$ cat src/rtl/fpc_pkg.sv
`default_nettype none
// ----------------------------------------------------------------------------
// fpc_pkg: shared types and constants of the frustum plane build and cull unit
// Opcodes, controller states, command/status structs and the corner triples.
// ----------------------------------------------------------------------------
package fpc_pkg;

    localparam int NUM_PLANES    = 6;
    localparam int NUM_CORNERS   = 8;
    localparam int FRAC_BITS_DEF = 16;

    typedef logic [1:0] t_kind;
    localparam t_kind KIND_LOAD  = 2'd0;
    localparam t_kind KIND_BUILD = 2'd1;
    localparam t_kind KIND_TEST  = 2'd2;

    typedef logic [2:0] t_corner;
    typedef logic [2:0] t_plane;
    typedef logic [1:0] t_comp;
    typedef logic [5:0] t_step;

    localparam t_plane PLANE_LAST = 3'(NUM_PLANES - 1);
    localparam t_comp  COMP_LAST  = 2'd2;

    localparam t_step STEP_RD_LAST    = 6'd3;
    localparam t_step STEP_DIFF_LAST  = 6'd2;
    localparam t_step STEP_CROSS_LAST = 6'd6;
    localparam t_step STEP_ACC_LAST   = 6'd3;
    localparam t_step STEP_SQRT_LAST  = 6'd31;
    localparam t_step STEP_DIV_LAST   = 6'd63;

    typedef enum logic [4:0] {
        OP_IDLE, OP_CAPT, OP_LDC, OP_RD, OP_DIFF, OP_CROSS, OP_MAG, OP_NORM,
        OP_SQSUM, OP_SQINIT, OP_SQRT, OP_DVINIT, OP_DIV, OP_DVEND, OP_DOT,
        OP_DEND, OP_WRZ, OP_TRD, OP_TMUL, OP_TCMP
    } t_dp_op;

    typedef enum logic [4:0] {
        ST_IDLE, ST_LOAD, ST_B_RD, ST_B_DIFF, ST_B_CROSS, ST_B_MAG, ST_B_NORM,
        ST_B_SQSUM, ST_B_SQINIT, ST_B_SQRT, ST_B_DVINIT, ST_B_DIV, ST_B_DVEND,
        ST_B_DOT, ST_B_DEND, ST_B_WRZ, ST_T_RD, ST_T_MUL, ST_T_CMP, ST_DONE
    } t_state;

    typedef struct packed {
        t_dp_op op;
        t_plane plane;
        t_comp  comp;
        t_step  step;
    } t_dp_cmd;

    typedef struct packed {
        logic zero;
        logic norm_ok;
        logic outside;
    } t_dp_stat;

    // corner k of the triple (a, b, c) that spans plane p
    function automatic t_corner tri_corner(input t_plane p, input logic [1:0] k);
        t_corner c0;
        t_corner c1;
        t_corner c2;
        case (p)
            3'd0: begin c0 = 3'd1; c1 = 3'd5; c2 = 3'd6; end
            3'd1: begin c0 = 3'd4; c1 = 3'd0; c2 = 3'd3; end
            3'd2: begin c0 = 3'd4; c1 = 3'd5; c2 = 3'd1; end
            3'd3: begin c0 = 3'd6; c1 = 3'd7; c2 = 3'd3; end
            3'd4: begin c0 = 3'd5; c1 = 3'd4; c2 = 3'd7; end
            default: begin c0 = 3'd0; c1 = 3'd1; c2 = 3'd2; end
        endcase
        case (k)
            2'd0: return c0;
            2'd1: return c1;
            default: return c2;
        endcase
    endfunction

endpackage
`default_nettype wire

$ cat src/rtl/fpc_ctrl.sv
`default_nettype none
// ----------------------------------------------------------------------------
// fpc_ctrl: sequencer of the frustum unit
// Walks load, build and test items through the datapath and holds the result.
// ----------------------------------------------------------------------------
module fpc_ctrl (
    input  logic              i_clk,
    input  logic              i_rst_n,
    input  logic              i_in_valid,
    output logic              o_in_ready,
    input  fpc_pkg::t_kind    i_kind,
    input  fpc_pkg::t_dp_stat i_stat,
    output fpc_pkg::t_dp_cmd  o_cmd,
    output logic              o_out_valid,
    input  logic              i_out_ready,
    output logic              o_out_inside,
    output logic              o_out_status
);
    import fpc_pkg::*;

    t_state r_state, n_state;
    t_plane r_plane, n_plane;
    t_comp  r_comp, n_comp;
    t_step  r_step, n_step;
    logic   r_built, n_built;
    logic   r_res_test, n_res_test;
    logic   r_res_status, n_res_status;
    logic   r_out_valid, n_out_valid;
    logic   r_out_inside, n_out_inside;
    logic   r_out_status, n_out_status;

    always_ff @(posedge i_clk) begin
        if (!i_rst_n) begin
            r_state     <= ST_IDLE;
            r_plane     <= '0;
            r_comp      <= '0;
            r_step      <= '0;
            r_built     <= 1'b0;
            r_res_test  <= 1'b0;
            r_res_status <= 1'b0;
            r_out_valid <= 1'b0;
        end else begin
            r_state     <= n_state;
            r_plane     <= n_plane;
            r_comp      <= n_comp;
            r_step      <= n_step;
            r_built     <= n_built;
            r_res_test  <= n_res_test;
            r_res_status <= n_res_status;
            r_out_valid <= n_out_valid;
        end
    end

    always_ff @(posedge i_clk) begin
        r_out_inside <= n_out_inside;
        r_out_status <= n_out_status;
    end

    always_comb begin
        n_state      = r_state;
        n_plane      = r_plane;
        n_comp       = r_comp;
        n_step       = r_step;
        n_built      = r_built;
        n_res_test   = r_res_test;
        n_res_status = r_res_status;
        n_out_valid  = r_out_valid && !i_out_ready;
        n_out_inside = r_out_inside;
        n_out_status = r_out_status;
        o_in_ready   = (r_state == ST_IDLE);
        o_cmd.op     = OP_IDLE;
        o_cmd.plane  = r_plane;
        o_cmd.comp   = r_comp;
        o_cmd.step   = r_step;

        case (r_state)
            ST_IDLE: begin
                if (i_in_valid) begin
                    o_cmd.op     = OP_CAPT;
                    n_plane      = '0;
                    n_comp       = '0;
                    n_step       = '0;
                    n_res_test   = 1'b0;
                    n_res_status = 1'b0;
                    case (i_kind)
                        KIND_LOAD:  n_state = ST_LOAD;
                        KIND_BUILD: n_state = ST_B_RD;
                        KIND_TEST: begin
                            if (r_built) begin
                                n_res_test = 1'b1;
                                n_state    = ST_T_RD;
                            end else begin
                                n_res_status = 1'b1;
                                n_state      = ST_DONE;
                            end
                        end
                        default: n_state = ST_DONE;
                    endcase
                end
            end
            ST_LOAD: begin
                o_cmd.op = OP_LDC;
                n_state  = ST_DONE;
            end
            ST_B_RD: begin
                o_cmd.op = OP_RD;
                n_step   = r_step + 6'd1;
                if (r_step == STEP_RD_LAST) begin
                    n_step  = '0;
                    n_state = ST_B_DIFF;
                end
            end
            ST_B_DIFF: begin
                o_cmd.op = OP_DIFF;
                n_step   = r_step + 6'd1;
                if (r_step == STEP_DIFF_LAST) begin
                    n_step  = '0;
                    n_state = ST_B_CROSS;
                end
            end
            ST_B_CROSS: begin
                o_cmd.op = OP_CROSS;
                n_step   = r_step + 6'd1;
                if (r_step == STEP_CROSS_LAST) begin
                    n_step  = '0;
                    n_state = ST_B_MAG;
                end
            end
            ST_B_MAG: begin
                // a zero cross product leaves the all-zero plane
                if (i_stat.zero) begin
                    n_state = ST_B_WRZ;
                end else begin
                    o_cmd.op = OP_MAG;
                    n_state  = ST_B_NORM;
                end
            end
            ST_B_NORM: begin
                if (i_stat.norm_ok) n_state = ST_B_SQSUM;
                else o_cmd.op = OP_NORM;
            end
            ST_B_SQSUM: begin
                o_cmd.op = OP_SQSUM;
                n_step   = r_step + 6'd1;
                if (r_step == STEP_ACC_LAST) begin
                    n_step  = '0;
                    n_state = ST_B_SQINIT;
                end
            end
            ST_B_SQINIT: begin
                o_cmd.op = OP_SQINIT;
                n_state  = ST_B_SQRT;
            end
            ST_B_SQRT: begin
                o_cmd.op = OP_SQRT;
                n_step   = r_step + 6'd1;
                if (r_step == STEP_SQRT_LAST) begin
                    n_step  = '0;
                    n_comp  = '0;
                    n_state = ST_B_DVINIT;
                end
            end
            ST_B_DVINIT: begin
                o_cmd.op = OP_DVINIT;
                n_step   = '0;
                n_state  = ST_B_DIV;
            end
            ST_B_DIV: begin
                o_cmd.op = OP_DIV;
                n_step   = r_step + 6'd1;
                if (r_step == STEP_DIV_LAST) begin
                    n_step  = '0;
                    n_state = ST_B_DVEND;
                end
            end
            ST_B_DVEND: begin
                o_cmd.op = OP_DVEND;
                if (r_comp == COMP_LAST) begin
                    n_state = ST_B_DOT;
                end else begin
                    n_comp  = r_comp + 2'd1;
                    n_state = ST_B_DVINIT;
                end
            end
            ST_B_DOT: begin
                o_cmd.op = OP_DOT;
                n_step   = r_step + 6'd1;
                if (r_step == STEP_ACC_LAST) begin
                    n_step  = '0;
                    n_state = ST_B_DEND;
                end
            end
            ST_B_DEND, ST_B_WRZ: begin
                o_cmd.op = (r_state == ST_B_DEND) ? OP_DEND : OP_WRZ;
                n_step   = '0;
                n_comp   = '0;
                if (r_plane == PLANE_LAST) begin
                    n_built = 1'b1;
                    n_state = ST_DONE;
                end else begin
                    n_plane = r_plane + 3'd1;
                    n_state = ST_B_RD;
                end
            end
            ST_T_RD: begin
                o_cmd.op = OP_TRD;
                n_step   = '0;
                n_state  = ST_T_MUL;
            end
            ST_T_MUL: begin
                o_cmd.op = OP_TMUL;
                n_step   = r_step + 6'd1;
                if (r_step == STEP_ACC_LAST) begin
                    n_step  = '0;
                    n_state = ST_T_CMP;
                end
            end
            ST_T_CMP: begin
                o_cmd.op = OP_TCMP;
                if (r_plane == PLANE_LAST) begin
                    n_state = ST_DONE;
                end else begin
                    n_plane = r_plane + 3'd1;
                    n_state = ST_T_RD;
                end
            end
            ST_DONE: begin
                // hold until the output register frees up
                if (!r_out_valid || i_out_ready) begin
                    n_out_valid  = 1'b1;
                    n_out_inside = r_res_test && !i_stat.outside;
                    n_out_status = r_res_status;
                    n_state      = ST_IDLE;
                end
            end
            default: n_state = ST_IDLE;
        endcase
    end

    assign o_out_valid  = r_out_valid;
    assign o_out_inside = r_out_inside;
    assign o_out_status = r_out_status;

    a_inside_xor_status: assert property (@(posedge i_clk) disable iff (!i_rst_n)
        r_out_valid |-> !(r_out_inside && r_out_status))
        else $error("result reports inside together with not-built status");

    a_build_sets_flag: assert property (@(posedge i_clk) disable iff (!i_rst_n)
        ((r_state == ST_B_DEND || r_state == ST_B_WRZ) && r_plane == PLANE_LAST)
        |=> r_built)
        else $error("last plane written but planes not marked built");

    a_inside_needs_build: assert property (@(posedge i_clk) disable iff (!i_rst_n)
        (r_out_valid && r_out_inside) |-> r_built)
        else $error("inside result before any build");

endmodule
`default_nettype wire

$ cat config.mk
export PLATFORM = sky130hd
export DESIGN_NAME = fpc_ctrl
export DESIGN_NICKNAME = d
export VERILOG_FILES = /design/src/rtl/fpc_pkg.sv /design/src/rtl/fpc_ctrl.sv
export SDC_FILE = /design/constraint.sdc
export NUM_CORES = 1
export LEC_CHECK = 0
export BUFFER_PORTS_ARGS = -buffer_cell sky130_fd_sc_hd__buf_2
export CAP_MARGIN = 20
export CORE_MARGIN = 2
export CORE_UTILIZATION = 35
export CTS_CLUSTER_SIZE = 28
export DETAILED_ROUTE_END_ITERATION = 12
export SLEW_MARGIN = 20
export SYNTH_ARGS = -nofsm -noshare
export SYNTH_HDL_FRONTEND = slang
export SYNTH_SLANG_ARGS = --single-unit
$ cat constraint.sdc
create_clock -name i_clk -period 5.07 [get_ports i_clk]
set_clock_uncertainty 0.15 [all_clocks]
set_input_delay 1.521 -clock i_clk [delete_from_list [all_inputs] [get_ports i_clk]]
set_output_delay 1.521 -clock i_clk [all_outputs]
set_load 0.05 [all_outputs]
# == After elaboration in Yosys (flattened, before gate mapping) ==
# Index checks and enable logic that the tools add are counted.
# totals
output_inout_bits,20
input_bits,9
ff_bits,22
word_cells,119
# op_classes
n_mux,43
reduce_logical,22
n_eq_ne,41
add_sub_neg,3
# ops
op,count
$pmux 5 s19,1
$pmux 5 s18,1
$mux 5,13
$pmux 6 s7,1
$eq 5x4->1 const B,8
$mux 6,6
$ne 2x2->1 const B,13
$eq 5x3->1 const B,4
$eq 5x5->1 const B,4
$mux 3,5
$pmux 5 s3,1
$eq 6x2->1 const B,2
$reduce_and 11->1,1
$eq 5x2->1 const B,2
$mux 2,5
$pmux 2 s4,1
$reduce_and 2->1,4
$reduce_or 4->1,2
$mux 1,7
$reduce_bool 7->1,1
$add 6x1->6 const B,1
$eq 6x3->1 const B,1
$eq 6x5->1 const B,1
$eq 6x6->1 const B,1
other kinds (19),23

# == Logic depth before layout (Yosys ltp) ==
# Gate-level depths: netlist of run 1.
# depth
word_depth,4
depth_mapped,8
ltp_nobuf,7

# == Worst setup path after synthesis of run 1 ==
# OpenSTA, ideal clock, no wires.
# synth_path
path_type,input-to-output
startpoint,input i_stat[1] (netlist bit)
endpoint,output o_cmd[13] (netlist bit)
path_buffers,0
t_arrival_ns,3.133
setup_slack_ns,0.266
stages,5
required_time_ns,3.399
path_cell_list,nor3b_1 -> a21oi_1 -> nor2_1 -> a2111oi_0 -> a211oi_1
# synth_rtl
element,line,text
"start, declared",fpc_ctrl.sv:12,"input fpc_pkg::t_dp_stat i_stat,"
"end, declared",fpc_ctrl.sv:13,"output fpc_pkg::t_dp_cmd o_cmd,"

==> run metrics, run 1 <==
most common cell after layout, fill and taps aside buf_2; HP Class reg -> reg; Slew @ Worst Pin 0.896 ns; Clock power frac 17.7%; Synth Area in Adders 3.59%; Switching Fraction 49.9%; clk buf depth 2; Unique masters post-synth 56; sequential-to-total area share from yosys stat 26.4%; most frequent cells in the layout buf_2, nand2_1, dfxtp_1; vias in the first global route 1601; run status finished, final reports clean; Layout Nets roughly 260; crit path launch type input port; Avg Cell Area, Syn 7.55 um^2; HP Start r_res_status; clock sinks 22; FF-to-FF setup slack 2.46 ns; Overall Global Routing Usage approximately 17%; layout cells sized above 1 roughly 17%; Post-CTS Setup Bufs 0; fmax 232 MHz; hold_buf cts 0; initial antenna violation count 0; critical path class in -> out; Area Overhead vs Synth 13.0%; maxcap violations 0; ys flop type dfxtp_1; Total Wirelength ~4500 um; pwr/cell area 490 nW/um^2; Starting DRT DRC Count 200; post-cts gate resize count 0; post-route DRC violation count 0; main combinational cell family by area after synthesis simple AND/OR/NAND/NOR gates; CTS Buf Count 3; H-tree levels 1; first-pass GRT wire length between 7000 and 8000 um; gpl congestion roughly 0.83; n_diodes 0; vias per cell about 5.5; root buffer cell clkbuf_8; Initial Util 36.7%; CP Data Required Time 3.40 ns; drt pass-1 iters 4; Yosys warning count 0; Synth Cell Area 1740 um^2; worst r2r dst r_state[4]; Port Buffers 28; Final setup viols 0; CP max FO 2; CP startpoint i_stat[2]; Worst Hold Path EP o_out_status; Leak about 0.77 nW; post-detailed-route count of antenna-violating nets 0; core area 4750 um^2; compound-gate portion of the synthesized area around 27%; CP endpoint kind output port; CP arrival 2.63 ns; Psw 0.482 mW; CTS tree yes; total I/O pin count 29; die width 74.6 um; final global-route overflow total 0; RSZ-0062 raised after global routing no; EDFF count, synth 2; chip height 74.6 um; die area ~5600 um^2; via count around 1700; post-synthesis instance total between 200 and 250; largest net degree at the start of global routing 31; Hold Vio Cnt, Final 0; Slew Limit Fails 0; R2R Path Start r_state[2]; Peak VDD IR 196 uV; R2R depth 5; Wirelength per Cell 14.2 um; post-synthesis mux area share 2.30%; sequential share of power 27.4%; Slew HR between 40 and 50%; Yosys reg bits 22; Post-synth ARST share 0%; Tcrit/Tclk final 84.8%; combinational group share of total power a little over half; min Tclk post-route between 4 and 5 ns; syn nets ~250; hold depth 0; Place WS 0.792 ns; setup ws final 0.769 ns; row cnt 25; setup_tns 0 ns; internal power 0.484 mW; clk slew on worst S/H paths about 0.090 ns; Synth Area in Simple Gates between 30% and 40%; DP Wirelength between 3000 and 4000 um; Skew-Pair Late Insertion Delay around 0.27 ns; Synth Area in XOR/XNOR between 3 and 4%
==> per-layer routing <==
layer	share of wire, %	GRT usage, %
met4	0.99	3.17
met2	43	26.8
met3	6.5	3.39
met1	49	25.2
met5	0	0
==> state kept, by name (all words and copies together) (netlist names), 2 cells and up <==
| register | flops |
|---|---|
| r_state | 5 |
| r_step | 6 |
| r_plane | 3 |
| r_comp | 2 |
==> cell usage after synthesis (3+ instances only) <==
library cell	count	share of area, %
nand2_1	26	5.6
dfxtp_1	20	23
nor2_1	16	3.4
o21ai_0	16	4.6
nand3_1	12	3.4
nor2b_1	12	4.3
o211ai_1	9	3.9
clkbuf_1	8	1.7
inv_1	8	1.7
buf_2	7	2.0
a21oi_1	6	1.7
ha_1	5	3.6
nor3b_1	5	2.2
a21boi_1	4	1.7
mux2i_1	4	2.3
nand4_1	4	1.4
o21ai_1	4	1.1
xor2_1	4	2.0
a211oi_1	3	1.3
and2_1	3	1.1
nand2b_1	3	1.1
o2111ai_1	3	1.5
or3_1	3	1.1
xnor2_1	3	1.5
==> critical path: stages <==
cell and delay (ns):
buf_2 0.09, nor2_1 0.04, a21oi_1 0.18, nor2_1 0.06, a2111oi_0 0.42, a211oi_1 0.08
buf_2 0.23
==> through the flow <==
step | hold WS (ns) | power, mW | instance area, um^2 | std cells | utilization [%]
2_1_floorplan | 0.259 | 0.687 | 1740 | 231 | -
3_3_place_gp | 0.262 | 0.798 | 1900 | 311 | 39.9
3_5_place_dp | 0.264 | 0.796 | 1900 | 311 | 39.9
4_1_cts | 0.287 | 0.968 | 1970 | 315 | 41.4
5_1_grt | 0.296 | 1.04 | 1970 | 315 | 41.4
6_report | 0.286 | 0.966 | 1970 | 315 | 41.4
==> cell type report <==
type | instances | area [um^2]
fill | 523 | 2780
clock buffer | 3 | 41.3
multi-input combinational | 182 | 1160
inverter | 10 | 37.5
clock inverter | 1 | 30.0
sequential | 22 | 460
tap | 67 | 83.8
timing repair buffer | 30 | 155
==> how the worst max path moves through the flow <==
stage	endpoint	slack, ns	cells past startpoint
3_3_place_gp	o_cmd[13]	0.80	7
4_1_cts	o_cmd[13]	0.79	7
6_report	o_cmd[13]	0.77	7
3_5_place_dp	o_cmd[13]	0.79	7
5_1_grt	o_cmd[13]	0.59	7
2_1_floorplan	o_cmd[13]	0.27	5
==> power by group through the flow <==
stage,Sequential [mW],Clock (mW),Combinational (mW)
after global routing,0.273,0.180,0.583
after detailed placement,0.269,0,0.528
final,0.265,0.170,0.531
after floorplan,0.239,0,0.448
after global placement,0.269,0,0.529
after CTS,0.264,0.174,0.529
==> cell families (layout without fill, tap and decap cells) <==
family | Yosys count | count (layout)
fa+ha+maj | 5 | 5
mux | 4 | 4
flops | 22 | 22
buf+inv | 27 | 44
compound gates | 68 | 68
xor+xnor | 7 | 7
simple gates | 98 | 98
(Power assumes the default switching activity.)
==> run 2, diff against run 1 <==
Settings changed: ABC_AREA set to 1.
Clock period 5.07 ns to 3.65 ns, I/O delays scaled along.
==> run 2 against run 1 <==
  * Via count up 11%
  * Final cell count grew 26%
  * Hold slack improved by 0.031 ns
  * Synthesized cell count is 31% higher
  * Sequential cell count is the same
  * Final area increased by 3.7%
  * Setup slack worse by 0.29 ns
  * Critical path type is now reg -> out
==> run metrics, run 2 <==
Total Wirelength 4520 um (+1.3%); CP Data Required Time 2.40 ns (-1.00 ns); hold_buf cts 0 (unchanged); Placed Area 1970 um^2 (+3.9%); die width 75.3 um (+0.92%); post-cts gate resize count 0 (unchanged); max reg flops 6 (unchanged); first-pass GRT wire length 7450 um (-2.2%); Port Buffers 28 (unchanged); CP max FO 9 (+7); maxcap violations 0 (unchanged); Synth area leaders dfxtp_1, nand2_1, nor2_1, nand3_1, inv_1; Slew HR 67.5% (+27 points); RSZ-0062 raised after global routing no; HP Class reg -> reg; Post-CTS Setup Bufs 0 (unchanged); Placed Instances 392 (+26%); CTS Buf Count 3 (unchanged); Yosys reg bits 22 (unchanged); Overall Global Routing Usage 17.0% (-0.36 points); Initial Util 36.9% (+0.22 points); Avg Cell Area, Syn 5.89 um^2 (-22%); n_diodes 0 (unchanged); commonest cells in the netlist nand2_1, nor2_1, inv_1, nand3_1, a21oi_1; via count 1925 (+11%); drt pass-1 iters 5 (+1); total I/O pin count 29 (unchanged); Yosys warning count 0 (unchanged); row cnt 25 (unchanged); Area Overhead vs Synth 15.0%; fmax 315 MHz; die area 5670 um^2 (+1.8%); chip height 75.3 um (+0.92%); final global-route overflow total 0 (unchanged); most frequent cells in the layout nand2_1, nor2_1, inv_1; run status finished, final reports clean; vias per cell 4.86 (-11%); total power 1.49 mW (+54%); met3 WL 265 um (-9.2%); Synth top area share 22.5% (-0.44 points); met1 wire length 2160 um (-1.2%); Crit path largest cell delay 0.58 ns (+0.16 ns); H-tree levels 1 (unchanged); clock sinks 22 (unchanged); most common cell after layout, fill and taps aside nand2_1; vias in the first global route 1625 (+1.5%); root buffer cell clkbuf_8; critical path class reg -> out; Post-synth ARST share 0% (unchanged); Critical Path Slowest Stage Cell dfxtp_1; layout cells sized above 1 18.8% (+1.9 points); min Tclk post-route 3.18 ns; Wirelength per Cell 11.4 um (-19%); initial antenna violation count 0 (unchanged); post-synthesis instance total 302 (+31%); gpl congestion 0.941 (+13%); Slew @ Worst Pin 0.488 ns (-0.408 ns); core area 4820 um^2 (+1.3%); Layout Nets 344 (+31%); EDFF count, synth 2 (unchanged); Final Non-Filler Cells 396 (+26%); Reg with most FFs r_step; Hold Vio Cnt, Final 0 (unchanged); clk buf depth 2 (unchanged); crit path launch type flip-flop; Peak VDD IR 444 uV (+130%); Tcrit/Tclk final approximately 87%; sequential-to-total area share from yosys stat 25.9% (-0.50 points); DP Wirelength 3630 um (+11%); Skew-Pair Late Insertion Delay 0.27 ns (about the same); Synth Cell Area 1780 um^2 (+1.9%); post-route DRC violation count 0 (unchanged); largest net degree at the start of global routing 18 (-42%); pwr/cell area 730 nW/um^2 (+49%); crit-path cells inv_2 > nor2_1 > nand3_1 > nand3_1 > nor2_1 > nand4_1 > buf_2; clk slew on worst S/H paths 0.08 ns (about the same); Final setup viols 0 (unchanged); setup ws final 0.475 ns (-0.294 ns); most instantiated library cell after synthesis nand2_1; Unique masters post-synth 26 (-54%); Place WS 0.489 ns (-0.303 ns); Largest regs r_step (6), r_state (5), r_plane (3); Starting DRT DRC Count 174 (-13%); routed wl met2 2010 um (+3.6%); ys flop type dfxtp_1; post-detailed-route count of antenna-violating nets 0 (unchanged); Yosys top cell by area dfxtp_1; final-layout fill cell count 542 (+3.6%); CTS tree yes; CP endpoint kind output port; setup_tns 0 ns (unchanged); Slew Limit Fails 0 (unchanged); Leak 1.12 nW (+46%); Max Used Layer met4; syn nets 316 (+29%); Finished Cell Area 2040 um^2 (+3.7%); CP arrival 1.93 ns (-0.70 ns)
## run 2: cell types whose count changed in the layout (fill, tap and decap cells not counted), moves of 9 or more
cell      previous run  this run
o21ai_0             16         7
nand3_1             12        34
nor2_1              16        49
nor2b_1             12         0
nand2_1             26        77
inv_1                8        36
inv_2                2        11
o211ai_1             9         0
a21oi_1              6        22
## run 2: cell families after synthesis
| logic type | synth area share (%) |
|---|---|
| and+or+nand+nor | 48.9 |
| buffers and inverters | 11.9 |
| AOI/OAI and AO/OA | 9.29 |
| DFF | 25.9 |
| adders and majority gates | 3.52 |
| xor gates and xnor gates | 0.493 |
## run 2: path summary, 6_finish.rpt
kind	start	end	slack (ns)	cells past startpoint
max	r_state[0]	o_cmd[12]	0.47	7
min	r_res_status	o_out_status	0.32	0
max reg2reg	r_state[0]	r_step[5]	1.64	9
min reg2reg	r_res_status	o_out_status	0.32	0
## run 2: critical path, delay by kind of cell, from the launching register on
family,cells,cell delay [ns]
flops,1,0.58
simple gates,5,0.75
buf+inv,2,0.33
## run 2: power breakdown
group          leakage [nW]  switching, mW  internal [mW]
sequential            0.181         0.0581          0.282
combinational         0.906          0.668          0.252
clock                0.0357         0.0852          0.147
## run 2: cell type report
cell class	instances	area, um^2	area share, %
Clock buffer	3	41.3	2.02
Clock inverter	1	30.0	1.47
Inverter	48	183	8.94
Multi-Input combinational cell	227	1110	54.1
Sequential cell	22	460	22.5
Tap cell	67	83.8	4.10
Timing Repair Buffer	28	140	6.85
## run 2: layer usage
layer,track usage [%],vias to the layer above
li1,-,1016
met3,2.54,9
met5,0,-
met1,23.2,834
met2,27.2,66
met4,6.04,0
## run 2: through the flow
step	hold slack [ns]	utilization [%]
floorplan	0.253	-
global placement	0.290	41.0
detailed placement	0.290	41.0
global route	0.328	42.4
CTS	0.314	42.4
finish	0.317	42.4
